--- config.mk ---
export PLATFORM = sky130hd
export DESIGN_NAME = vat_trig
export DESIGN_NICKNAME = d
export VERILOG_FILES = /design/src/rtl/vat_pkg.sv /design/src/rtl/vat_trig.sv
export SDC_FILE = /design/constraint.sdc
export NUM_CORES = 2
export LEC_CHECK = 0
export CORE_ASPECT_RATIO = 0.7
export CORE_MARGIN = 5
export CORE_UTILIZATION = 39
export CTS_BUF_LIST = sky130_fd_sc_hd__clkbuf_4 sky130_fd_sc_hd__clkbuf_8
export CTS_CLUSTER_DIAMETER = 40
export DETAILED_ROUTE_END_ITERATION = 10
export DONT_BUFFER_PORTS = 1
export PLACE_DENSITY = 0.57
export SYNTH_ARGS = -nofsm -noshare
export SYNTH_HDL_FRONTEND = slang
export SYNTH_SLANG_ARGS = --single-unit
--- constraint.sdc ---
create_clock -name clk -period 9.3 [get_ports clk]
set_clock_uncertainty 0.15 [all_clocks]
set_input_delay 1.86 -clock clk [delete_from_list [all_inputs] [get_ports clk]]
set_output_delay 1.86 -clock clk [all_outputs]
set_load 0.05 [all_outputs]
--- src/rtl/vat_pkg.sv ---
// Shared types, constants and helper functions for the vertex transform block.
`default_nettype none

package vat_pkg;

  // Transform modes held in the mode register
  typedef enum logic [3:0] {
    MODE_TRANSLATE = 4'd0,
    MODE_SCALE     = 4'd1,
    MODE_SCALE_PT  = 4'd2,
    MODE_ROT_X     = 4'd3,
    MODE_ROT_Y     = 4'd4,
    MODE_ROT_Z     = 4'd5,
    MODE_REFL_XY   = 4'd6,
    MODE_REFL_YZ   = 4'd7,
    MODE_REFL_XZ   = 4'd8
  } mode_t;

  // Configuration register indexes
  typedef enum logic [2:0] {
    REG_MODE     = 3'd0,
    REG_SCALE_X  = 3'd1,
    REG_SCALE_Y  = 3'd2,
    REG_SCALE_Z  = 3'd3,
    REG_OFFSET_X = 3'd4,
    REG_OFFSET_Y = 3'd5,
    REG_OFFSET_Z = 3'd6,
    REG_ANGLE    = 3'd7
  } reg_idx_t;

  localparam int CFG_IDX_BITS  = 3;
  localparam int CFG_DATA_BITS = 16;

  // Angle folding and fixed point trig constants
  localparam logic signed [16:0] PI_Q13      = 17'sd25736;
  localparam logic signed [16:0] HALF_PI_Q13 = 17'sd12868;
  localparam logic signed [31:0] Q28_ONE     = 32'sd268435456;
  localparam logic signed [15:0] Q13_ONE     = 16'sd8192;

  // Last series step of the sine and cosine lists in the divisor table
  localparam logic [3:0] SIN_LAST = 4'd3;
  localparam logic [3:0] COS_LAST = 4'd8;

  // Axonometric view constants, Q16
  localparam logic signed [17:0] PROJ_C  = 18'sd56749;
  localparam logic signed [17:0] PROJ_S  = 18'sd32780;
  localparam logic signed [17:0] PROJ_S2 = 18'sd16396;
  localparam logic signed [17:0] PROJ_CS = 18'sd28385;

  // Trig unit status seen by the transform pipeline
  typedef struct packed {
    logic               busy;
    logic signed [15:0] cos_val;
    logic signed [15:0] sin_val;
  } trig_status_t;

  // Taylor series divisors as reciprocals: floor(n / d) = (n * recip) >> shift,
  // exact for every dividend below 2^30. Sine steps first, then cosine steps
  // (divisors 72, 42, 20, 6, then 90, 56, 30, 12, 2).
  function automatic logic [31:0] series_recip(input logic [3:0] idx);
    case (idx)
      4'd0:    return 32'd1908874354;
      4'd1:    return 32'd1636178018;
      4'd2:    return 32'd1717986919;
      4'd3:    return 32'd1431655766;
      4'd4:    return 32'd1527099484;
      4'd5:    return 32'd1227133514;
      4'd6:    return 32'd1145324613;
      4'd7:    return 32'd1431655766;
      4'd8:    return 32'd1073741824;
      default: return 32'd1073741824;
    endcase
  endfunction

  function automatic logic [5:0] series_shift(input logic [3:0] idx);
    case (idx)
      4'd0:    return 6'd37;
      4'd1:    return 6'd36;
      4'd2:    return 6'd35;
      4'd3:    return 6'd33;
      4'd4:    return 6'd37;
      4'd5:    return 6'd36;
      4'd6:    return 6'd35;
      4'd7:    return 6'd34;
      4'd8:    return 6'd31;
      default: return 6'd31;
    endcase
  endfunction

  // Clamp a wide signed value into 32 bits
  function automatic logic signed [31:0] sat32(input logic signed [63:0] v);
    if (v > 64'sh0000_0000_7fff_ffff) begin
      return 32'sh7fff_ffff;
    end else if (v < -64'sh0000_0000_8000_0000) begin
      return -32'sh8000_0000;
    end else begin
      return v[31:0];
    end
  endfunction

endpackage

`default_nettype wire

--- src/rtl/vat_trig.sv ---
// Sequential sine/cosine unit: Taylor series in Q28 on one shared multiplier.
`default_nettype none

module vat_trig import vat_pkg::*; (
  input  logic               clk,
  input  logic               rst,
  input  logic               load,
  input  logic signed [15:0] angle,
  output trig_status_t       status
);

  typedef enum logic [3:0] {
    T_IDLE, T_SQ, T_X2, T_MUL, T_DLOAD, T_DIV, T_QUO, T_SINM, T_SINF, T_COSF
  } tstate_t;

  tstate_t            state;
  logic signed [31:0] x;
  logic signed [31:0] x2;
  logic signed [31:0] acc;
  logic signed [63:0] prod;
  logic [31:0]        mag;
  logic               neg;
  logic [3:0]         kidx;
  logic               flip;
  logic signed [15:0] sin_val;
  logic signed [15:0] cos_val;

  logic signed [16:0] a_fold;
  logic               fold_flip;
  logic signed [31:0] mul_a;
  logic signed [31:0] mul_b;
  logic signed [63:0] mul_p;
  logic signed [35:0] p_sh;
  logic [35:0]        p_mag;
  logic [5:0]         dsh;
  logic [63:0]        quo_w;
  logic [31:0]        quo;
  logic [31:0]        q_s;
  logic signed [31:0] acc_new;
  logic signed [15:0] sin_q;
  logic signed [15:0] cos_q;

  // Round half up from Q28 to Q13 and clamp to one
  function automatic logic signed [15:0] to_q13(input logic signed [35:0] v);
    logic signed [36:0] t;
    logic signed [21:0] r;
    t = 37'(v) + 37'sd16384;
    r = t[36:15];
    if (r > 22'sd8192) begin
      return 16'sd8192;
    end else if (r < -22'sd8192) begin
      return -16'sd8192;
    end else begin
      return r[15:0];
    end
  endfunction

  always_comb begin
    // Fold the angle into the half turn around zero
    a_fold    = 17'(angle);
    fold_flip = 1'b0;
    if (17'(angle) > HALF_PI_Q13) begin
      a_fold    = PI_Q13 - 17'(angle);
      fold_flip = 1'b1;
    end else if (17'(angle) < -HALF_PI_Q13) begin
      a_fold    = -PI_Q13 - 17'(angle);
      fold_flip = 1'b1;
    end

    // Shared multiplier operands
    case (state)
      T_SQ: begin
        mul_a = x;
        mul_b = x;
      end
      T_MUL: begin
        mul_a = x2;
        mul_b = acc;
      end
      T_DIV: begin
        mul_a = $signed(mag);
        mul_b = $signed(series_recip(kidx));
      end
      default: begin
        mul_a = x;
        mul_b = acc;
      end
    endcase
    mul_p = 64'(mul_a) * 64'(mul_b);

    // Floor of the Q28 product and its magnitude for the divide
    p_sh  = prod[63:28];
    p_mag = p_sh[35] ? 36'(-p_sh) : 36'(p_sh);

    // Quotient from the reciprocal product, sign restored (truncates toward zero)
    dsh     = series_shift(kidx);
    quo_w   = $unsigned(prod) >> dsh;
    quo     = quo_w[31:0];
    q_s     = neg ? -quo : quo;
    acc_new = Q28_ONE - $signed(q_s);

    sin_q = to_q13(p_sh);
    cos_q = to_q13(36'(acc));
  end

  // Sequence the series: square, then multiply and divide per term
  always_ff @(posedge clk) begin
    if (rst) begin
      state   <= T_IDLE;
      sin_val <= 16'sd0;
      cos_val <= Q13_ONE;
    end else begin
      case (state)
        T_IDLE: begin
          if (load) begin
            x     <= {a_fold, 15'b0};
            flip  <= fold_flip;
            state <= T_SQ;
          end
        end
        T_SQ: begin
          prod  <= mul_p;
          state <= T_X2;
        end
        T_X2: begin
          x2    <= prod[59:28];
          acc   <= Q28_ONE;
          kidx  <= 4'd0;
          state <= T_MUL;
        end
        T_MUL: begin
          prod  <= mul_p;
          state <= T_DLOAD;
        end
        T_DLOAD: begin
          mag   <= p_mag[31:0];
          neg   <= p_sh[35];
          state <= T_DIV;
        end
        T_DIV: begin
          prod  <= mul_p;
          state <= T_QUO;
        end
        T_QUO: begin
          acc  <= acc_new;
          kidx <= kidx + 4'd1;
          if (kidx == SIN_LAST) begin
            state <= T_SINM;
          end else if (kidx == COS_LAST) begin
            state <= T_COSF;
          end else begin
            state <= T_MUL;
          end
        end
        T_SINM: begin
          prod  <= mul_p;
          state <= T_SINF;
        end
        T_SINF: begin
          sin_val <= sin_q;
          acc     <= Q28_ONE;
          state   <= T_MUL;
        end
        T_COSF: begin
          cos_val <= flip ? -cos_q : cos_q;
          state   <= T_IDLE;
        end
        default: begin
          state <= T_IDLE;
        end
      endcase
    end
  end

  assign status.busy    = (state != T_IDLE);
  assign status.cos_val = cos_val;
  assign status.sin_val = sin_val;

endmodule

`default_nettype wire

# [Yosys cells after proc, flatten, opt, wreduce, memory -nomap -nowiden]
# Memories as Yosys holds them, arrays and structs flattened. A register that Yosys moved wholly into a read port is not among the register bits.
# Cells that the tools add are included.
[classes] addsub=9 multipliers=1 n_div=0 n_lt_le_gt_ge=6 eq_ne=12 shift=1 n_mux=20 bitwise_logic=1 reduce_logical=12
[op_table] operator="case mux 32 bit (2 select lines)" n=3
[op_table] operator="2-to-1 mux 16 bit" n=5
[op_table] operator="multiplier 32 x 32 -> 64 bit" n=1
[op_table] operator="2-to-1 mux 32 bit" n=2
[op_table] operator="negation 32 bit" n=2
[op_table] operator=">> shifter 64 x 6 -> 32 bit" n=1
[op_table] operator="adder 36 x 16 -> 37 bit, second input constant" n=1
[op_table] operator="2-to-1 mux 17 bit" n=2
[op_table] operator="subtractor 16 x 16 -> 17 bit, first input constant" n=2
[op_table] operator="adder 32 x 16 -> 33 bit, second input constant" n=1
[op_table] operator="case mux 4 bit (8 select lines)" n=1
[op_table] operator="subtractor 30 x 32 -> 32 bit, first input constant" n=1
[op_table] operator="greater-than comparator 22 x 15 -> 1 bit, second input constant" n=1
[op_table] operator="less-than comparator 22 x 14 -> 1 bit, second input constant" n=1
[op_table] operator="2-to-1 mux 4 bit" n=5
[op_table] operator="greater-than comparator 18 x 15 -> 1 bit, second input constant" n=1
[op_table] operator="less-than comparator 18 x 14 -> 1 bit, second input constant" n=1
[op_table] operator="== test 4 x 3 -> 1 bit, second input constant" n=4
[op_table] operator="greater-than comparator 16 x 15 -> 1 bit, second input constant" n=1
[op_table] operator="less-than comparator 16 x 15 -> 1 bit, second input constant" n=1
[op_table] operator="negation 16 bit" n=1
[op_table] operator="== test 4 x 2 -> 1 bit, second input constant" n=3
[op_table] operator="== test 4 bit, second input constant" n=3
[op_table] operator="AND reduction 2 bit" n=5
[op_table] operator="12 further kinds" n=13
[word_totals] regBits=219 latch_bits=0 mem_bits_rw=0 rom_bits=544 out_inout_bits=33 mem_count=2
[memory_table] name="(name not given)" depth=16 width=28 rd=1 rd_ports_with_merged_regs=1 write_ports=0 line="vat_pkg.sv:61" source="case (idx)"
[memory_table] name="(name not given)" depth=16 width=6 rd=1 rd_ports_with_merged_regs=1 write_ports=0 line="vat_pkg.sv:76" source="case (idx)"

# [Longest topological paths before layout]
[depth] word_depth=6 mapped_depth=36

# [Least setup slack after synthesis]
# No wires, ideal clock.
[synth_path] path_type="register to register" from="register state[3]" to="register prod[58] (data pin)" setup_ns=0.259 arrival_time_ns=9.025 required_ns=8.891 slack_ns=-0.134 stages_incl_launch_ff=33 path_buffers=5 cell_sequence="dfxtp_1 nand2b_1 nor3b_1 clkbuf_1 buf_1 clkbuf_1 a22o_1 clkbuf_1 nand2_1 fa_1 fa_1 inv_1 fa_1 fa_1 fa_1 fa_1 fa_1 inv_1 fa_1 inv_1 ha_1 clkbuf_1 and3_1 nand2_1 or4_1 o22ai_1 nor3_1 o311ai_0 o211ai_1 o21ai_0 nand2b_1 a21oi_1 xnor2_1"
[synth_between] elab_chain_len=3 elab_cells_between_ends=6 classes_between="mul: 1; eq/ne: 3; mux: 2"
[synth_lines] item="from (decl)" line="vat_trig.sv:16" source="tstate_t state;"
[synth_lines] item="from (signal assigned)" line="vat_trig.sv:109" source="state <= T_IDLE;"
[synth_lines] item="from (signal assigned)" line="vat_trig.sv:118" source="state <= T_SQ;"
[synth_lines] item="from (signal assigned)" line="vat_trig.sv:123" source="state <= T_X2;"
[synth_lines] item="== test 4 x 3 -> 1 bit, or another cell as far along" line="vat_trig.sv:71" source="case (state)"
[synth_lines] item="case mux 32 bit (2 select lines)" line="vat_trig.sv:71"
[synth_lines] item="multiplier 32 x 32 -> 64 bit (*)" line="vat_trig.sv:89" source="mul_p = 64'(mul_a) * 64'(mul_b);"
[synth_lines] item="via mul_p[58]" line="vat_trig.sv:32" source="logic signed [63:0] mul_p;"
[synth_lines] item="to (signal assigned)" line="vat_trig.sv:122" source="prod <= mul_p;"
[synth_lines] item="to (signal assigned)" line="vat_trig.sv:132" source="prod <= mul_p;"
[synth_lines] item="to (signal assigned)" line="vat_trig.sv:141" source="prod <= mul_p;"
[synth_lines] item="to (decl)" line="vat_trig.sv:20" source="logic signed [63:0] prod;"
# Mark *: on every way through the listed nets, which the timed path passes. The rest lies on a longest branch.
# A chain may end at the register's enable or synchronous reset.

# [Final worst setup path]
[layout_path] from="register state[3]" to="register prod[61] (data pin)"
# Same word-level chain as after synthesis.

==> metrics.yaml <==
yosys:
  yosys.area.top_type: "fa_1"
  syn-num-nets: 6876
  syn_area_per_cell_um2: 9.26
  yosysTopAreaCellShare_pct: 41.9
  synth.most_common_cell: "fa_1"
  yosys_warnings: 0
  synth_area_um2: 51600
  ys_async_sr_fraction_pct: 0
  syn_inst: 5574
  synth_edf_count: 183
  synth_commonest_cells: "fa_1, inv_1, nor2_1"
  netlist_top_cells_area: "fa_1, edfxtp_1, inv_1"
  synth_cell_types: 94
  yosysSeqAreaShare_pct: 12.7
  synthFlopType: "edfxtp_1"
  ys_seq_elements: 237
sta:
  fin_crit_sh_pct: 98.9
  max_freq_mhz: 109
  tightest_slew_ns: 1.21
  slew_headroom_pct: 19.4
  slew_viol_final: 0
  hold_viol: 0
  fin_crit_ns: 9.20
  fin_hold_ws_ns: 0.477
  setup_viol: 0
  final.setup.tns_ns: 0
final_layout:
  post-route-util_pct: 45.4
  drive_above_1_share_pct: 15.4
  antenna_cells: 0
  area_growth_pct: 15.4
  nets: 7162
  fillers: 12600
  seq_area_um2: 6590
  multi_input_area_um2: 40700
  stdcell_count: 7644
global_routing:
  grt_pass1_vias: 42000
  grt_max_degree: 58
  grt_pass1_wl_mm: 289
  overflow: 0
  grt_usage_pct: 28.0
  antenna_found_initial: 3
run_status:
  status: "completed"
worst_setup_path:
  cp.depth: 35
  critPathMostFrequentCell: "fa_1"
  max_stage_delay_ns: 0.63
  crit_path_top_delay_cell: "fa_1"
  r2r_cells: 35
  cp.arrival_ns: 9.37
  regToRegSetupSlack_ns: 0.10
  critPathBufInv: 11
  start_kind: "register"
  cpLargestDelayFamily: "adder cells"
  crit_type: "reg2reg"
  worstPathRequired_ns: 9.48
  cp-end-kind: "register"
  crit_fanout: 12
cts:
  clk_pin_slew_worst_paths_ns: 0.07
  cts_buffers: 42
  cts_sinks: 237
  clock_latency_ns: 0.62
  cts_root_buffer: "clkbuf_8"
  hold_buffers: 0
  htreeDepth: 2
  cts_buffer_depth: 3
  tritoncts: "done"
detailed_routing:
  viasPerCell: 5.48
  drtIter0Drc: 4721
  drtAntennaViolNets: 0
  vias: 41900
  firstDrtPassIters: 8
  wl_mm: 196
  avgRoutedWirePerCell_um: 25.6
  drc: 0
die:
  io_pins: 52
  start_util_pct: 39.3
  core-area_um2: 131000
  die-area_um2: 140000
  die_width_um: 445
  row_count: 111
  die_h_um: 314
job:
  cap_violations: 0
placement:
  portBuffers: 0
  hpwl_mm: 165
  place_congestion: 1.04
  placed_cells_incl_taps: 7530
min_path:
  hold_class: "reg2reg"
  whs_path_depth: 1
[path summary, 6_finish.rpt]
check	from	end
max	state[3]$_SDFFE_PP0P_	prod[61]$_DFFE_PP_
min	kidx[0]$_DFFE_PP_	kidx[0]$_DFFE_PP_
max reg2reg	state[3]$_SDFFE_PP0P_	prod[61]$_DFFE_PP_
min reg2reg	kidx[0]$_DFFE_PP_	kidx[0]$_DFFE_PP_
[layout make-up]
| type | instances | area share [%] |
|---|---|---|
| Multi-Input combinational cell | 4011 | 68.3 |
| Sequential cell | 237 | 11.1 |
| Timing Repair Buffer | 554 | 9.01 |
| Inverter | 1014 | 6.39 |
| Tap cell | 1751 | 3.68 |
| Clock buffer | 52 | 1.11 |
| Clock inverter | 25 | 0.468 |
[state kept, by name, indices dropped and copies added (netlist names), named ones only]
register  flops
x2           32
cos_val      16
acc          32
prod         64
sin_val      16
x            17
dsh           5
mag          32
kidx          4
state         4
flip          1
neg           1
[kinds of logic after synthesis]
family	synth area share, %
and+or+nand+nor	14.6
AOI/OAI and AO/OA	7.65
xor gates and xnor gates	3.51
muxes	4.80
DFF	12.7
adders and majority gates	46.8
buffers and inverters	9.85
[what timing repair did]
item                       CTS  global route
setup buffers                0            36
gates cloned                 0             7
resized for setup           31           175
pin swaps                    6            59
setup endpoints to repair   21            20
[cells in the final DEF, fill, tap and decap left out, types with 60 or more instances in the layout]
cell type,netlist,final
buf_12,0,82
edfxtp_1,183,183
a21oi_1,126,109
ha_1,201,196
nor3_1,62,60
mux2i_1,83,80
nand2_1,689,682
buf_4,3,438
xnor2_1,154,154
nor2_1,717,690
inv_1,1012,1010
fa_1,1082,1061
o21ai_0,81,75
a21o_1,68,67
[worst reg2reg max path, delay by kind of cell (launching register included)]
| kind | cells | cell delay, ns |
|---|---|---|
| compound gates | 6 | 1.17 |
| buf+inv | 11 | 1.53 |
| simple gates | 8 | 1.09 |
| flops | 1 | 0.32 |
| fa+ha+maj | 9 | 4.52 |
| xor+xnor | 1 | 0.13 |
[per-layer routing]
metal  GRT usage [%]  wire length (um)  vias to the layer above
met2            37.0             74800                     2307
met4            5.03              4470                        4
met5               0                34                        -
met3            10.4             28300                      216
li1                -                 -                    18000
met1            43.6             88100                    21400
[metrics by stage]
| step | setup WS, ns | cell area, um^2 |
|---|---|---|
| 6_report | 0.101 | 59600 |
| 5_1_grt | -0.0446 | 59600 |
| 4_1_cts | 0.0129 | 58600 |
| 2_1_floorplan | 0.0216 | 51600 |
| 3_3_place_gp | -0.446 | 57500 |
| 3_5_place_dp | -0.470 | 57500 |
Power is not shown: default switching activity piles up to over one toggle a cycle in this logic, so the estimate is an artifact.
